<file path="src/rtl/tks_pkg.sv">
// Package for the top-K score selector: widths, store entry and memory
// request types, and the sequencer state encoding. No dependencies.
package tks_pkg;

  localparam int MAX_TOP_K = 16;
  localparam int IDX_W     = (MAX_TOP_K > 1) ? $clog2(MAX_TOP_K) : 1;
  localparam int CNT_W     = $clog2(MAX_TOP_K + 1);
  localparam int ID_W      = 32;
  localparam int SCORE_W   = 32;
  localparam int K_W       = 5;
  localparam int RANK_W    = 4;
  localparam int KC_W      = (CNT_W > K_W) ? CNT_W : K_W;

  localparam logic [K_W-1:0] K_RESET = K_W'(10);

  typedef struct packed {
    logic [ID_W-1:0]    id;
    logic [SCORE_W-1:0] score;
  } tks_entry_t;

  typedef struct packed {
    logic             we;
    logic [IDX_W-1:0] waddr;
    tks_entry_t       wdata;
    logic [IDX_W-1:0] raddr;
  } tks_mem_req_t;

  typedef enum logic [2:0] {
    S_IDLE,
    S_FETCH,
    S_CMP,
    S_COUNT,
    S_EMIT_RD,
    S_EMIT_LOAD,
    S_EMIT_WAIT
  } tks_state_t;

endpackage

</file>
<file path="src/rtl/top_k_score_selector.sv">
// Top level of the top-K score selector: sequencer, shared rank comparator
// and sorted store. Depends on tks_pkg, tks_ctrl, tks_rank_cmp, tks_store.
//
// The block takes one word at a time, a (doc id, score) candidate, and keeps
// the best MAX_TOP_K candidates in a sorted store ordered by higher score
// first and, between equal scores, lower doc id first. Insertion walks the
// store from its bottom entry upward with one shared comparator: each cycle
// compares the candidate against one kept entry and shifts that entry down a
// slot while the candidate ranks ahead of it; in_stall stays high while the
// candidate is ranked. When the word carries last_candidate, the block then
// returns min(k_in_use, kept entries) hits, best first, with their rank and
// a mark on the final hit, and empties the store. Readout first sizes the
// set and then reads each hit through the store's single read port, and a
// hit is held while out_stall is high. A k_in_use of zero returns nothing,
// and values above the store depth return the whole store. The k_in_use
// register resets to 10, is always ready, and is meant to be written only
// while the block is idle.
module top_k_score_selector (
  input  logic                         clk,
  input  logic                         rst_n,
  input  logic                         in_valid,
  output logic                         in_stall,
  input  logic [tks_pkg::ID_W-1:0]     in_doc_id,
  input  logic [tks_pkg::SCORE_W-1:0]  in_score,
  input  logic                         in_last_candidate,
  output logic                         out_valid,
  input  logic                         out_stall,
  output logic [tks_pkg::ID_W-1:0]     out_hit_doc_id,
  output logic [tks_pkg::SCORE_W-1:0]  out_hit_score,
  output logic [tks_pkg::RANK_W-1:0]   out_hit_rank,
  output logic                         out_last_hit,
  input  logic                         cfg_valid,
  output logic                         cfg_ready,
  input  logic [tks_pkg::K_W-1:0]      cfg_k_in_use
);

  tks_pkg::tks_entry_t   cand;
  tks_pkg::tks_entry_t   rd_data;
  tks_pkg::tks_mem_req_t mem_req;
  logic                  ahead;

  // The comparator always sees the held candidate against the entry just
  // read from the store.
  tks_rank_cmp u_cmp (
    .cand  (cand),
    .kept  (rd_data),
    .ahead (ahead)
  );

  tks_store u_store (
    .clk     (clk),
    .req     (mem_req),
    .rd_data (rd_data)
  );

  tks_ctrl u_ctrl (
    .clk               (clk),
    .rst_n             (rst_n),
    .in_valid          (in_valid),
    .in_stall          (in_stall),
    .in_doc_id         (in_doc_id),
    .in_score          (in_score),
    .in_last_candidate (in_last_candidate),
    .out_valid         (out_valid),
    .out_stall         (out_stall),
    .out_hit_doc_id    (out_hit_doc_id),
    .out_hit_score     (out_hit_score),
    .out_hit_rank      (out_hit_rank),
    .out_last_hit      (out_last_hit),
    .cfg_valid         (cfg_valid),
    .cfg_ready         (cfg_ready),
    .cfg_k_in_use      (cfg_k_in_use),
    .cand              (cand),
    .ahead             (ahead),
    .mem_req           (mem_req),
    .rd_data           (rd_data)
  );

endmodule

</file>
<file path="src/rtl/tks_store.sv">
// Sorted hit store: one write port and one registered read port.
// Depends on tks_pkg.
module tks_store (
  input  logic                 clk,
  input  tks_pkg::tks_mem_req_t req,
  output tks_pkg::tks_entry_t   rd_data
);

  tks_pkg::tks_entry_t mem [tks_pkg::MAX_TOP_K];
  tks_pkg::tks_entry_t rd_data_r;

  always_ff @(posedge clk) begin
    if (req.we) begin
      mem[req.waddr] <= req.wdata;
    end
    rd_data_r <= mem[req.raddr];
  end

  assign rd_data = rd_data_r;

endmodule

</file>
<file path="src/rtl/tks_rank_cmp.sv">
// Shared ranking comparator: higher score first, lower id first on a tie.
// Depends on tks_pkg.
module tks_rank_cmp (
  input  tks_pkg::tks_entry_t cand,
  input  tks_pkg::tks_entry_t kept,
  output logic                ahead
);

  always_comb begin
    if (cand.score != kept.score) begin
      ahead = cand.score > kept.score;
    end else begin
      ahead = cand.id < kept.id;
    end
  end

endmodule

</file>
<file path="src/rtl/tks_ctrl.sv">
// Sequencer of the top-K selector: insertion by walking the store from the
// bottom, then readout of the best hits. Depends on tks_pkg.
module tks_ctrl (
  input  logic                          clk,
  input  logic                          rst_n,
  input  logic                          in_valid,
  output logic                          in_stall,
  input  logic [tks_pkg::ID_W-1:0]      in_doc_id,
  input  logic [tks_pkg::SCORE_W-1:0]   in_score,
  input  logic                          in_last_candidate,
  output logic                          out_valid,
  input  logic                          out_stall,
  output logic [tks_pkg::ID_W-1:0]      out_hit_doc_id,
  output logic [tks_pkg::SCORE_W-1:0]   out_hit_score,
  output logic [tks_pkg::RANK_W-1:0]    out_hit_rank,
  output logic                          out_last_hit,
  input  logic                          cfg_valid,
  output logic                          cfg_ready,
  input  logic [tks_pkg::K_W-1:0]       cfg_k_in_use,
  output tks_pkg::tks_entry_t           cand,
  input  logic                          ahead,
  output tks_pkg::tks_mem_req_t         mem_req,
  input  tks_pkg::tks_entry_t           rd_data
);

  tks_pkg::tks_state_t state_r, state_nxt;
  logic [tks_pkg::K_W-1:0]    k_r;
  logic [tks_pkg::CNT_W-1:0]  count_r, count_nxt;
  logic [tks_pkg::CNT_W-1:0]  idx_r, idx_nxt;
  logic [tks_pkg::CNT_W-1:0]  n_r, n_nxt;
  logic [tks_pkg::CNT_W-1:0]  emit_r, emit_nxt;
  tks_pkg::tks_entry_t        cand_r, cand_nxt;
  logic                       last_r, last_nxt;
  logic                       out_valid_r, out_valid_nxt;
  tks_pkg::tks_entry_t        out_ent_r, out_ent_nxt;
  logic [tks_pkg::RANK_W-1:0] out_rank_r, out_rank_nxt;
  logic                       out_last_r, out_last_nxt;

  logic [tks_pkg::CNT_W-1:0] idx_m1, idx_m2, count_inc, emit_inc, n_calc;
  logic [tks_pkg::KC_W-1:0]  keff;
  logic                      idx_in_store;

  assign idx_m1       = idx_r - tks_pkg::CNT_W'(1);
  assign idx_m2       = idx_r - tks_pkg::CNT_W'(2);
  assign emit_inc     = emit_r + tks_pkg::CNT_W'(1);
  assign idx_in_store = idx_r < tks_pkg::CNT_W'(tks_pkg::MAX_TOP_K);
  assign count_inc    = (count_r < tks_pkg::CNT_W'(tks_pkg::MAX_TOP_K)) ?
                        count_r + tks_pkg::CNT_W'(1) : count_r;

  // Effective k: values beyond the store depth ask for the whole store.
  always_comb begin
    if (tks_pkg::KC_W'(k_r) > tks_pkg::KC_W'(tks_pkg::MAX_TOP_K)) begin
      keff = tks_pkg::KC_W'(tks_pkg::MAX_TOP_K);
    end else begin
      keff = tks_pkg::KC_W'(k_r);
    end
    if (keff < tks_pkg::KC_W'(count_r)) begin
      n_calc = tks_pkg::CNT_W'(keff);
    end else begin
      n_calc = count_r;
    end
  end

  assign cand = cand_r;

  // Next state and datapath registers.
  always_comb begin
    state_nxt     = state_r;
    count_nxt     = count_r;
    idx_nxt       = idx_r;
    n_nxt         = n_r;
    emit_nxt      = emit_r;
    cand_nxt      = cand_r;
    last_nxt      = last_r;
    out_valid_nxt = out_valid_r;
    out_ent_nxt   = out_ent_r;
    out_rank_nxt  = out_rank_r;
    out_last_nxt  = out_last_r;
    case (state_r)
      tks_pkg::S_IDLE: begin
        if (in_valid) begin
          cand_nxt.id    = in_doc_id;
          cand_nxt.score = in_score;
          last_nxt       = in_last_candidate;
          idx_nxt        = count_r;
          state_nxt      = tks_pkg::S_FETCH;
        end
      end
      tks_pkg::S_FETCH: begin
        if (idx_r == '0) begin
          count_nxt = count_inc;
          state_nxt = last_r ? tks_pkg::S_COUNT : tks_pkg::S_IDLE;
        end else begin
          state_nxt = tks_pkg::S_CMP;
        end
      end
      tks_pkg::S_CMP: begin
        if (ahead) begin
          idx_nxt   = idx_m1;
          state_nxt = (idx_m1 == '0) ? tks_pkg::S_FETCH : tks_pkg::S_CMP;
        end else begin
          count_nxt = count_inc;
          state_nxt = last_r ? tks_pkg::S_COUNT : tks_pkg::S_IDLE;
        end
      end
      tks_pkg::S_COUNT: begin
        n_nxt    = n_calc;
        emit_nxt = '0;
        if (n_calc == '0) begin
          count_nxt = '0;
          state_nxt = tks_pkg::S_IDLE;
        end else begin
          state_nxt = tks_pkg::S_EMIT_RD;
        end
      end
      tks_pkg::S_EMIT_RD: begin
        state_nxt = tks_pkg::S_EMIT_LOAD;
      end
      tks_pkg::S_EMIT_LOAD: begin
        out_ent_nxt   = rd_data;
        out_rank_nxt  = tks_pkg::RANK_W'(emit_r);
        out_last_nxt  = emit_inc == n_r;
        out_valid_nxt = 1'b1;
        state_nxt     = tks_pkg::S_EMIT_WAIT;
      end
      tks_pkg::S_EMIT_WAIT: begin
        if (!out_stall) begin
          out_valid_nxt = 1'b0;
          emit_nxt      = emit_inc;
          if (out_last_r) begin
            count_nxt = '0;
            state_nxt = tks_pkg::S_IDLE;
          end else begin
            state_nxt = tks_pkg::S_EMIT_RD;
          end
        end
      end
      default: begin
        state_nxt = tks_pkg::S_IDLE;
      end
    endcase
  end

  // Outputs: handshakes and store access.
  always_comb begin
    in_stall      = state_r != tks_pkg::S_IDLE;
    cfg_ready     = 1'b1;
    mem_req.we    = 1'b0;
    mem_req.waddr = idx_r[tks_pkg::IDX_W-1:0];
    mem_req.wdata = cand_r;
    mem_req.raddr = idx_m1[tks_pkg::IDX_W-1:0];
    case (state_r)
      tks_pkg::S_FETCH: begin
        mem_req.we = idx_r == '0;
      end
      tks_pkg::S_CMP: begin
        if (ahead) begin
          mem_req.we    = idx_in_store;
          mem_req.wdata = rd_data;
          mem_req.raddr = idx_m2[tks_pkg::IDX_W-1:0];
        end else begin
          mem_req.we = idx_in_store;
        end
      end
      tks_pkg::S_EMIT_RD: begin
        mem_req.raddr = emit_r[tks_pkg::IDX_W-1:0];
      end
      default: begin
        mem_req.we = 1'b0;
      end
    endcase
  end

  always_ff @(posedge clk) begin
    if (!rst_n) begin
      state_r     <= tks_pkg::S_IDLE;
      k_r         <= tks_pkg::K_RESET;
      count_r     <= '0;
      out_valid_r <= 1'b0;
    end else begin
      state_r     <= state_nxt;
      count_r     <= count_nxt;
      out_valid_r <= out_valid_nxt;
      if (cfg_valid && cfg_ready) begin
        k_r <= cfg_k_in_use;
      end
    end
  end

  always_ff @(posedge clk) begin
    idx_r      <= idx_nxt;
    n_r        <= n_nxt;
    emit_r     <= emit_nxt;
    cand_r     <= cand_nxt;
    last_r     <= last_nxt;
    out_ent_r  <= out_ent_nxt;
    out_rank_r <= out_rank_nxt;
    out_last_r <= out_last_nxt;
  end

  assign out_valid      = out_valid_r;
  assign out_hit_doc_id = out_ent_r.id;
  assign out_hit_score  = out_ent_r.score;
  assign out_hit_rank   = out_rank_r;
  assign out_last_hit   = out_last_r;

endmodule

</file>
<file path="config.mk">
export PLATFORM = sky130hd
export DESIGN_NAME = top_k_score_selector
export DESIGN_NICKNAME = d
export VERILOG_FILES = /design/src/rtl/tks_pkg.sv /design/src/rtl/top_k_score_selector.sv /design/src/rtl/tks_store.sv /design/src/rtl/tks_rank_cmp.sv /design/src/rtl/tks_ctrl.sv
export SDC_FILE = /design/constraint.sdc
export NUM_CORES = 1
export LEC_CHECK = 0
export ABC_CLOCK_PERIOD_IN_PS = 6400
export BUFFER_PORTS_ARGS = -buffer_cell sky130_fd_sc_hd__buf_2
export CORE_MARGIN = 4
export CORE_UTILIZATION = 40
export DETAILED_ROUTE_END_ITERATION = 8
export PLACE_DENSITY_LB_ADDON = 0.1
export SKIP_CTS_REPAIR_TIMING = 1
export SLEW_MARGIN = 20
export SYNTH_ARGS = -nofsm -noshare
export SYNTH_HDL_FRONTEND = slang
export SYNTH_HIERARCHICAL = 1
export SYNTH_SLANG_ARGS = --single-unit
</file>
<file path="constraint.sdc">
create_clock -name clk -period 6.4 [get_ports clk]
set_input_delay 0.32 -clock clk [delete_from_list [all_inputs] [get_ports clk]]
set_output_delay 0.32 -clock clk [all_outputs]
set_load 0.005 [all_outputs]
</file>
# Yosys cells after proc, flatten, opt, wreduce, memory -nomap -nowiden
# Memories as Yosys holds them, arrays and structs flattened. A register that Yosys moved wholly into a read port is not among the register bits.
# Index checks and enable logic that the tools add are counted.
[word_totals]
register_bits = 163
ramBits = 1024
output_inout_bits = 72
word_cells = 87
mem_count = 1
[classes]
addsub = 4
order_cmp = 6
eq_ne = 15
n_mux = 32
reduce_logical = 15
[mem_list]
columns = ["name", "words", "word_bits", "rd", "rd_clocked_by_memory_dff", "write_ports", "line", "text"]
rows = [
  ["u_store.mem", 16, 64, 1, 1, 1, "tks_store.sv:9", "tks_pkg::tks_entry_t mem [tks_pkg::MAX_TOP_K];"],
]
[op_table]
columns = ["cell", "n"]
rows = [
  ["68-bit 2-to-1 mux", 1],
  ["64-bit 2-to-1 mux", 1],
  ["5-bit 2-to-1 mux", 11],
  ["32-bit > comparator", 1],
  ["32-bit < comparator", 1],
  ["32-bit inequality test", 1],
  ["3-bit one-hot mux with 7 select lines", 1],
  ["5-bit one-hot mux with 2 select lines", 2],
  ["5-bit one-hot mux with 4 select lines", 1],
  ["3-bit 2-to-1 mux", 6],
  ["5-bit logical NOT", 3],
  ["5-bit by 1-bit adder with 5-bit output, second input constant", 2],
  ["5-bit < comparator, second input constant", 2],
  ["3-bit == test, second input constant", 3],
  ["2-bit inequality test, second input constant", 4],
  ["4-bit one-hot mux with 2 select lines", 1],
  ["2-bit AND reduction", 4],
  ["3-bit by 2-bit == test with 1-bit output, second input constant", 2],
  ["2-bit by 1-bit inequality test with 1-bit output, second input constant", 3],
  ["6-bit AND reduction", 1],
  ["2-bit nonzero test", 3],
  ["5-bit == test", 1],
  ["5-bit > comparator, second input constant", 1],
  ["5-bit < comparator", 1],
  ["10 further kinds", 15],
]

# Depth between registers and ports, before layout
[depth]
ltp_word = 7
depth_mapped = 21
mapped_depth_nobuf = 15

# By module
# The synthesis kept the hierarchy.
[modules_own_cells]
columns = ["mod", "n_inst", "cells_per_inst", "area_each_um2"]
rows = [
  ["tks_store", 1, 1647, 39581.7],
  ["tks_ctrl", 1, 431, 6746.5],
  ["tks_rank_cmp", 1, 227, 1674.1],
]

# Worst setup path before layout
# Ideal clock, no wire load.
[synth_path]
kind = "reg-to-reg"
startpoint = "reg u_ctrl/idx_r[0] in the netlist's numbering"
endpoint = "mem u_store/mem[0][0] in the netlist's numbering, enable pin"
setup_time_ns = 0.565
arrival_time_ns = 6.132
slack_ns = -0.297
path_stages_with_launch = 8
n_path_buf = 0
synth_period_minus_slack_ns = 6.697
cell_sequence = "edfxtp_1 > inv_1 > ha_1 > nor4b_4 > a31oi_1 > nor2_1 > or3b_2 > nor3_1"
[synth_lines]
columns = ["item", "line", "text"]
rows = [
  ["from (decl)", "tks_ctrl.sv:29", "logic [tks_pkg::CNT_W-1:0] idx_r, idx_nxt;"],
  ["from (signal assigned)", "tks_ctrl.sv:191", "idx_r <= idx_nxt;"],
  ["to (decl)", "tks_store.sv:9", ""],
]

==> qor_table.md <==
| Result | Reported | Unit |
|:---|:---|:---|
| Final hold violations | 2 | - |
| Floorplan row count | 126 | - |
| Net count of the finished layout | 2777 | - |
| Multiplexer fraction of the synthesized cell area | 0.136 | - |
| Total Routed Length | 122000 | microns |
| Crit start category | flop | - |
| Routability cong. | 0.743 | - |
| Die Outline Area | 126000 | sq um |
| Unique cell type count in the Yosys netlist | 65 | - |
| Count of synthesis-stage warnings from yosys | 6 | - |
| Vias/cell | 5.48 | - |
| Pre-Repair DR Iteration Count | 6 | - |
| Routed wire length per instance | 28.1 | microns |
| Min-Delay Startpoint | out_stall | - |
| Core area | 119000 | sq um |
| Total via count in the routed design | 23785 | - |
| Standby leakage power | 18.6 | nW |
| Wire length of the first global-routing pass | 176000 | microns |
| Diode count | 0 | - |
| Post-route fraction of the period consumed by the critical path | 0.903 | - |
| Simple-gate share of the synthesized area | 0.0220 | - |
| Max-capacitance violation count | 0 | - |
| Sequential fraction of design power | 0.437 | - |
| Maximum number of pins on one net before global-route repair | 78 | - |
| Required time of the critical path | 7.00 | ns |
| Maximum resistive drop on vdd | 0.246 | mV |
| CTS sink count | 1251 | - |
| Internal portion of total power | 16.5 | mW |
| Buf/Inv on CP | 5 | - |
| Post-route cell area | 56300 | sq um |
| Fraction of synthesized cell area in xor and xnor cells | 0.00255 | - |
| Setup slack of the worst register-to-register path | 0.62 | ns |
| Root Buffer Master | sky130_fd_sc_hd__clkbuf_16 | - |
| Synthesized area | 48000 | sq um |
| Peak fanout along the critical path | 77 | - |
| Time the worst path needs with I/O delays and setup | 5.78 | ns |
| Violation count after the first detailed-route iteration | 2046 | - |
| Fraction of the mapped netlist area in adder cells | 0.0193 | - |
| Fraction of registers with async set/reset | 0 | - |
| Pwr dens | 409 | nW/um^2 |
| Synthesized flop and latch total | 1251 | - |
| Initial cell density of the core | 0.405 | - |
| Source-to-sink clock delay at the later pin of the worst-skew pair | 0.73 | ns |
| Die width | 354 | microns |
| Worst-path cell chain | ha_1 > nand4_1 > nor4_2 > inv_1 > o211ai_1 > nand2_1 > o211ai_2 > inv_1 > nor2_4 > buf_4 > a22oi_1 > o21ai_4 > buf_12 > buf_12 > mux4_2 > a22oi_1 > nand2_1 | - |
| Syn nets | 2454 | - |
| Smallest hold slack | -0.0120 | ns |
| Measured slew at the worst slew-check pin | 1.11 | ns |
| Worst slew margin relative to its limit | 0.257 | - |
| Aggregate global-route resource usage | 0.194 | - |
| Fraction of power spent switching nets | 0.282 | - |
| Kind of critical path | flop to flop | - |
| Area post-placement | 51100 | sq um |
| Share of post-route cells with drive strength above 1 | 0.282 | - |
| Synthesized instance count | 2305 | - |
| Slowest cell on crit path | sky130_fd_sc_hd__nor4_2 | - |
| Area growth from synthesis to layout | 17.3 | % |
| Met2 global-route usage | 0.326 | - |
| Clock Pin Slew Worst Setup and Hold Paths | 0.05 | ns |
| Max stage delay on crit path | 0.75 | ns |
| Most used flip-flop cell after synthesis | sky130_fd_sc_hd__edfxtp_1 | - |
| Placed wire-length estimate | 65000 | microns |
| Number of buffers added on ports | 145 | - |
| Sequential element share of the synthesized area | 0.766 | - |
| Setup Total Neg Slack | 0 | ns |
| Status | complete, but fails checks | - |
| Path class of the lowest-slack min-delay path | input port to flop | - |
| Mean area per synthesized cell | 20.8 | sq um |
| Setup violations, final | 0 | - |
| Maximum buffer depth of the clock tree | 3 | - |
| Relative contribution of combinational cells to total power | 0.225 | - |
| Clock tree from TritonCTS | done | - |
| Upper clock frequency limit | 173 | MHz |
| Residual DRC | 0 | - |
| Met1 Usage GRT | 0.268 | - |
| Cell family with the largest share of critical-path delay | simple AND/OR/NAND/NOR gates | - |
| Grt met3 use | 0.0302 | - |
| Violations in the final reports | hold timing | - |
| Vertical die dimension | 354 | microns |
| RSZ-0062 raised after global routing | no | - |
| Initial antenna violation count | 1 | - |
| Share of the core filled with cells | 0.475 | - |
| Vias in the first global route | 24798 | - |
| Combinational family with the most area after synthesis | multiplexers | - |
| Crit path arrival time | 6.38 | ns |
| Overall overflow remaining after global route | 0 | - |
| Final clock skew | 0.0176 | ns |
| Antenna-violating nets left | 0 | - |
| H-tree depth | 4 | - |
| Switching power total | 6.50 | mW |
| Num CTS Buffers | 138 | - |
| Clock network fraction of total power | 0.338 | - |
| Startpoint of the lowest-slack register-to-register path | u_ctrl/cand[30] | - |
| Critical path endpoint category | flop | - |
| Start point of the critical path | u_ctrl/cand[30] | - |
| Ports placed on the boundary | 147 | - |
| Most crowded layer after global routing | met2 | - |
| Number of flops mapped to enable cells by yosys | 1173 | - |
| Pins Over Slew Limit | 0 | - |
| Area fraction in compound gates after synthesis | 0.0353 | - |
==> metrics by stage <==
stage	setup slack (ns)	instances	power, mW
3_5_place_dp	0.531	4013	15.5
2_1_floorplan	0.0438	2305	13.6
6_report	0.619	4340	23.0
5_1_grt	0.330	4340	24.1
4_1_cts	0.498	4265	23.3
3_3_place_gp	0.207	4013	15.4
==> synth_stat cells (all sizes together) (6+ instances only) <==
master     n  share of area
a21oi     40         0.0043
a22oi    132          0.021
a31oi      6        0.00091
buf       60         0.0083
clkbuf    44         0.0034
dfxtp     78          0.033
edfxtp  1173           0.73
ha        74          0.019
inv       83         0.0065
mux2      64          0.015
mux4     256           0.12
nand2    101         0.0080
nand3     17         0.0018
nand4     14         0.0020
nor2      30         0.0024
nor2b      9         0.0012
nor3      14         0.0017
nor4       6         0.0012
o21ai     30         0.0031
xnor2      6         0.0011
xor2       8         0.0015
==> worst paths after layout <==
kind	endpoint	cells past startpoint
min	u_ctrl/out_valid	3
max reg2reg	u_store/rd_data[17]	17
min reg2reg	u_ctrl/out_hit_score[31]	0
max	u_store/rd_data[17]	17
==> power groups by stage <==
stage               Sequential, mW  Clock, mW  Combinational, mW
floorplan                     10.0          0               3.60
global placement              10.2          0               5.17
detailed placement            10.2          0               5.21
CTS                           10.1       8.00               5.24
global route                  10.1       8.36               5.66
finish                        10.1       7.79               5.18
==> flip-flops by register name (all words and copies together), names as in the netlist <==
register,count
u_store/mem,1024
u_ctrl/cand,64
u_store/rd_data,64
u_ctrl/out_hit_doc_id,32
u_ctrl/out_hit_score,32
u_ctrl/count_r,5
u_ctrl/emit_r,5
u_ctrl/idx_r,5
u_ctrl/k_r,5
u_ctrl/n_r,5
u_ctrl/out_hit_rank,4
u_ctrl/state_r,3
u_ctrl/last_r,1
u_ctrl/out_last_hit,1
u_ctrl/out_valid,1
==> area by class of cell <==
type	count	area, sq um
clock inverters	65	669
fillers	9891	62200
clock buffers	187	3800
repair buffers	287	2200
inverters	83	312
well taps	1600	2000
flip-flops and latches	1251	36800
multi-input cells	867	10500
==> worst reg2reg max path: stages (launching register included) <==
cell and delay (ns):
sky130_fd_sc_hd__edfxtp_1 0.42, sky130_fd_sc_hd__ha_1 0.35, sky130_fd_sc_hd__nand4_1 0.49, sky130_fd_sc_hd__nor4_2 0.76, sky130_fd_sc_hd__inv_1 0.09, sky130_fd_sc_hd__o211ai_1 0.49
sky130_fd_sc_hd__nand2_1 0.33, sky130_fd_sc_hd__o211ai_2 0.25, sky130_fd_sc_hd__inv_1 0.19, sky130_fd_sc_hd__nor2_4 0.16, sky130_fd_sc_hd__buf_4 0.33, sky130_fd_sc_hd__a22oi_1 0.17
sky130_fd_sc_hd__o21ai_4 0.20, sky130_fd_sc_hd__buf_12 0.25, sky130_fd_sc_hd__buf_12 0.44, sky130_fd_sc_hd__mux4_2 0.44, sky130_fd_sc_hd__a22oi_1 0.22, sky130_fd_sc_hd__nand2_1 0.09
==> layout by cell type (no fill, tap or decap), types with 4 or more instances in the layout <==
master,instances
sky130_fd_sc_hd__nor3_2,6
sky130_fd_sc_hd__mux2i_1,5
sky130_fd_sc_hd__nor2_1,15
sky130_fd_sc_hd__buf_4,49
sky130_fd_sc_hd__xnor2_1,6
sky130_fd_sc_hd__nor3_1,7
sky130_fd_sc_hd__ha_1,74
sky130_fd_sc_hd__nand3b_1,4
sky130_fd_sc_hd__mux2_2,64
sky130_fd_sc_hd__a22oi_1,132
sky130_fd_sc_hd__clkbuf_8,6
sky130_fd_sc_hd__o211ai_1,4
sky130_fd_sc_hd__dlygate4sd3_1,75
sky130_fd_sc_hd__clkbuf_1,38
sky130_fd_sc_hd__clkinv_1,19
sky130_fd_sc_hd__nor2_4,14
sky130_fd_sc_hd__dfxtp_1,78
sky130_fd_sc_hd__buf_2,145
sky130_fd_sc_hd__nand4_1,13
sky130_fd_sc_hd__inv_1,83
sky130_fd_sc_hd__inv_6,5
sky130_fd_sc_hd__clkbuf_16,143
sky130_fd_sc_hd__buf_12,18
sky130_fd_sc_hd__nand2_1,100
sky130_fd_sc_hd__a31oi_1,5
sky130_fd_sc_hd__o21a_1,4
sky130_fd_sc_hd__mux4_2,256
sky130_fd_sc_hd__xor2_1,8
sky130_fd_sc_hd__a21oi_1,38
sky130_fd_sc_hd__o21ai_0,28
sky130_fd_sc_hd__nand3_1,17
sky130_fd_sc_hd__bufinv_16,12
sky130_fd_sc_hd__edfxtp_1,1173
sky130_fd_sc_hd__nor2b_1,7
sky130_fd_sc_hd__clkinv_2,22
==> per-layer routing <==
metal | share of wire | routed length [microns]
met1 | 0.44 | 53300
met2 | 0.50 | 60700
met3 | 0.045 | 5530
met4 | 0.019 | 2290
met5 | 0 | 0
==> logic make-up after synthesis <==
family | count (synthesis)
buffers and inverters | 187
AND/OR/NAND/NOR | 213
multiplexers | 325
AO/OA/AOI/OAI | 240
flip-flops | 1251
other | 1
adder cells (fa/ha/maj) | 74
XOR/XNOR | 14
No activity file was read; power rests on OpenSTA's default activity.
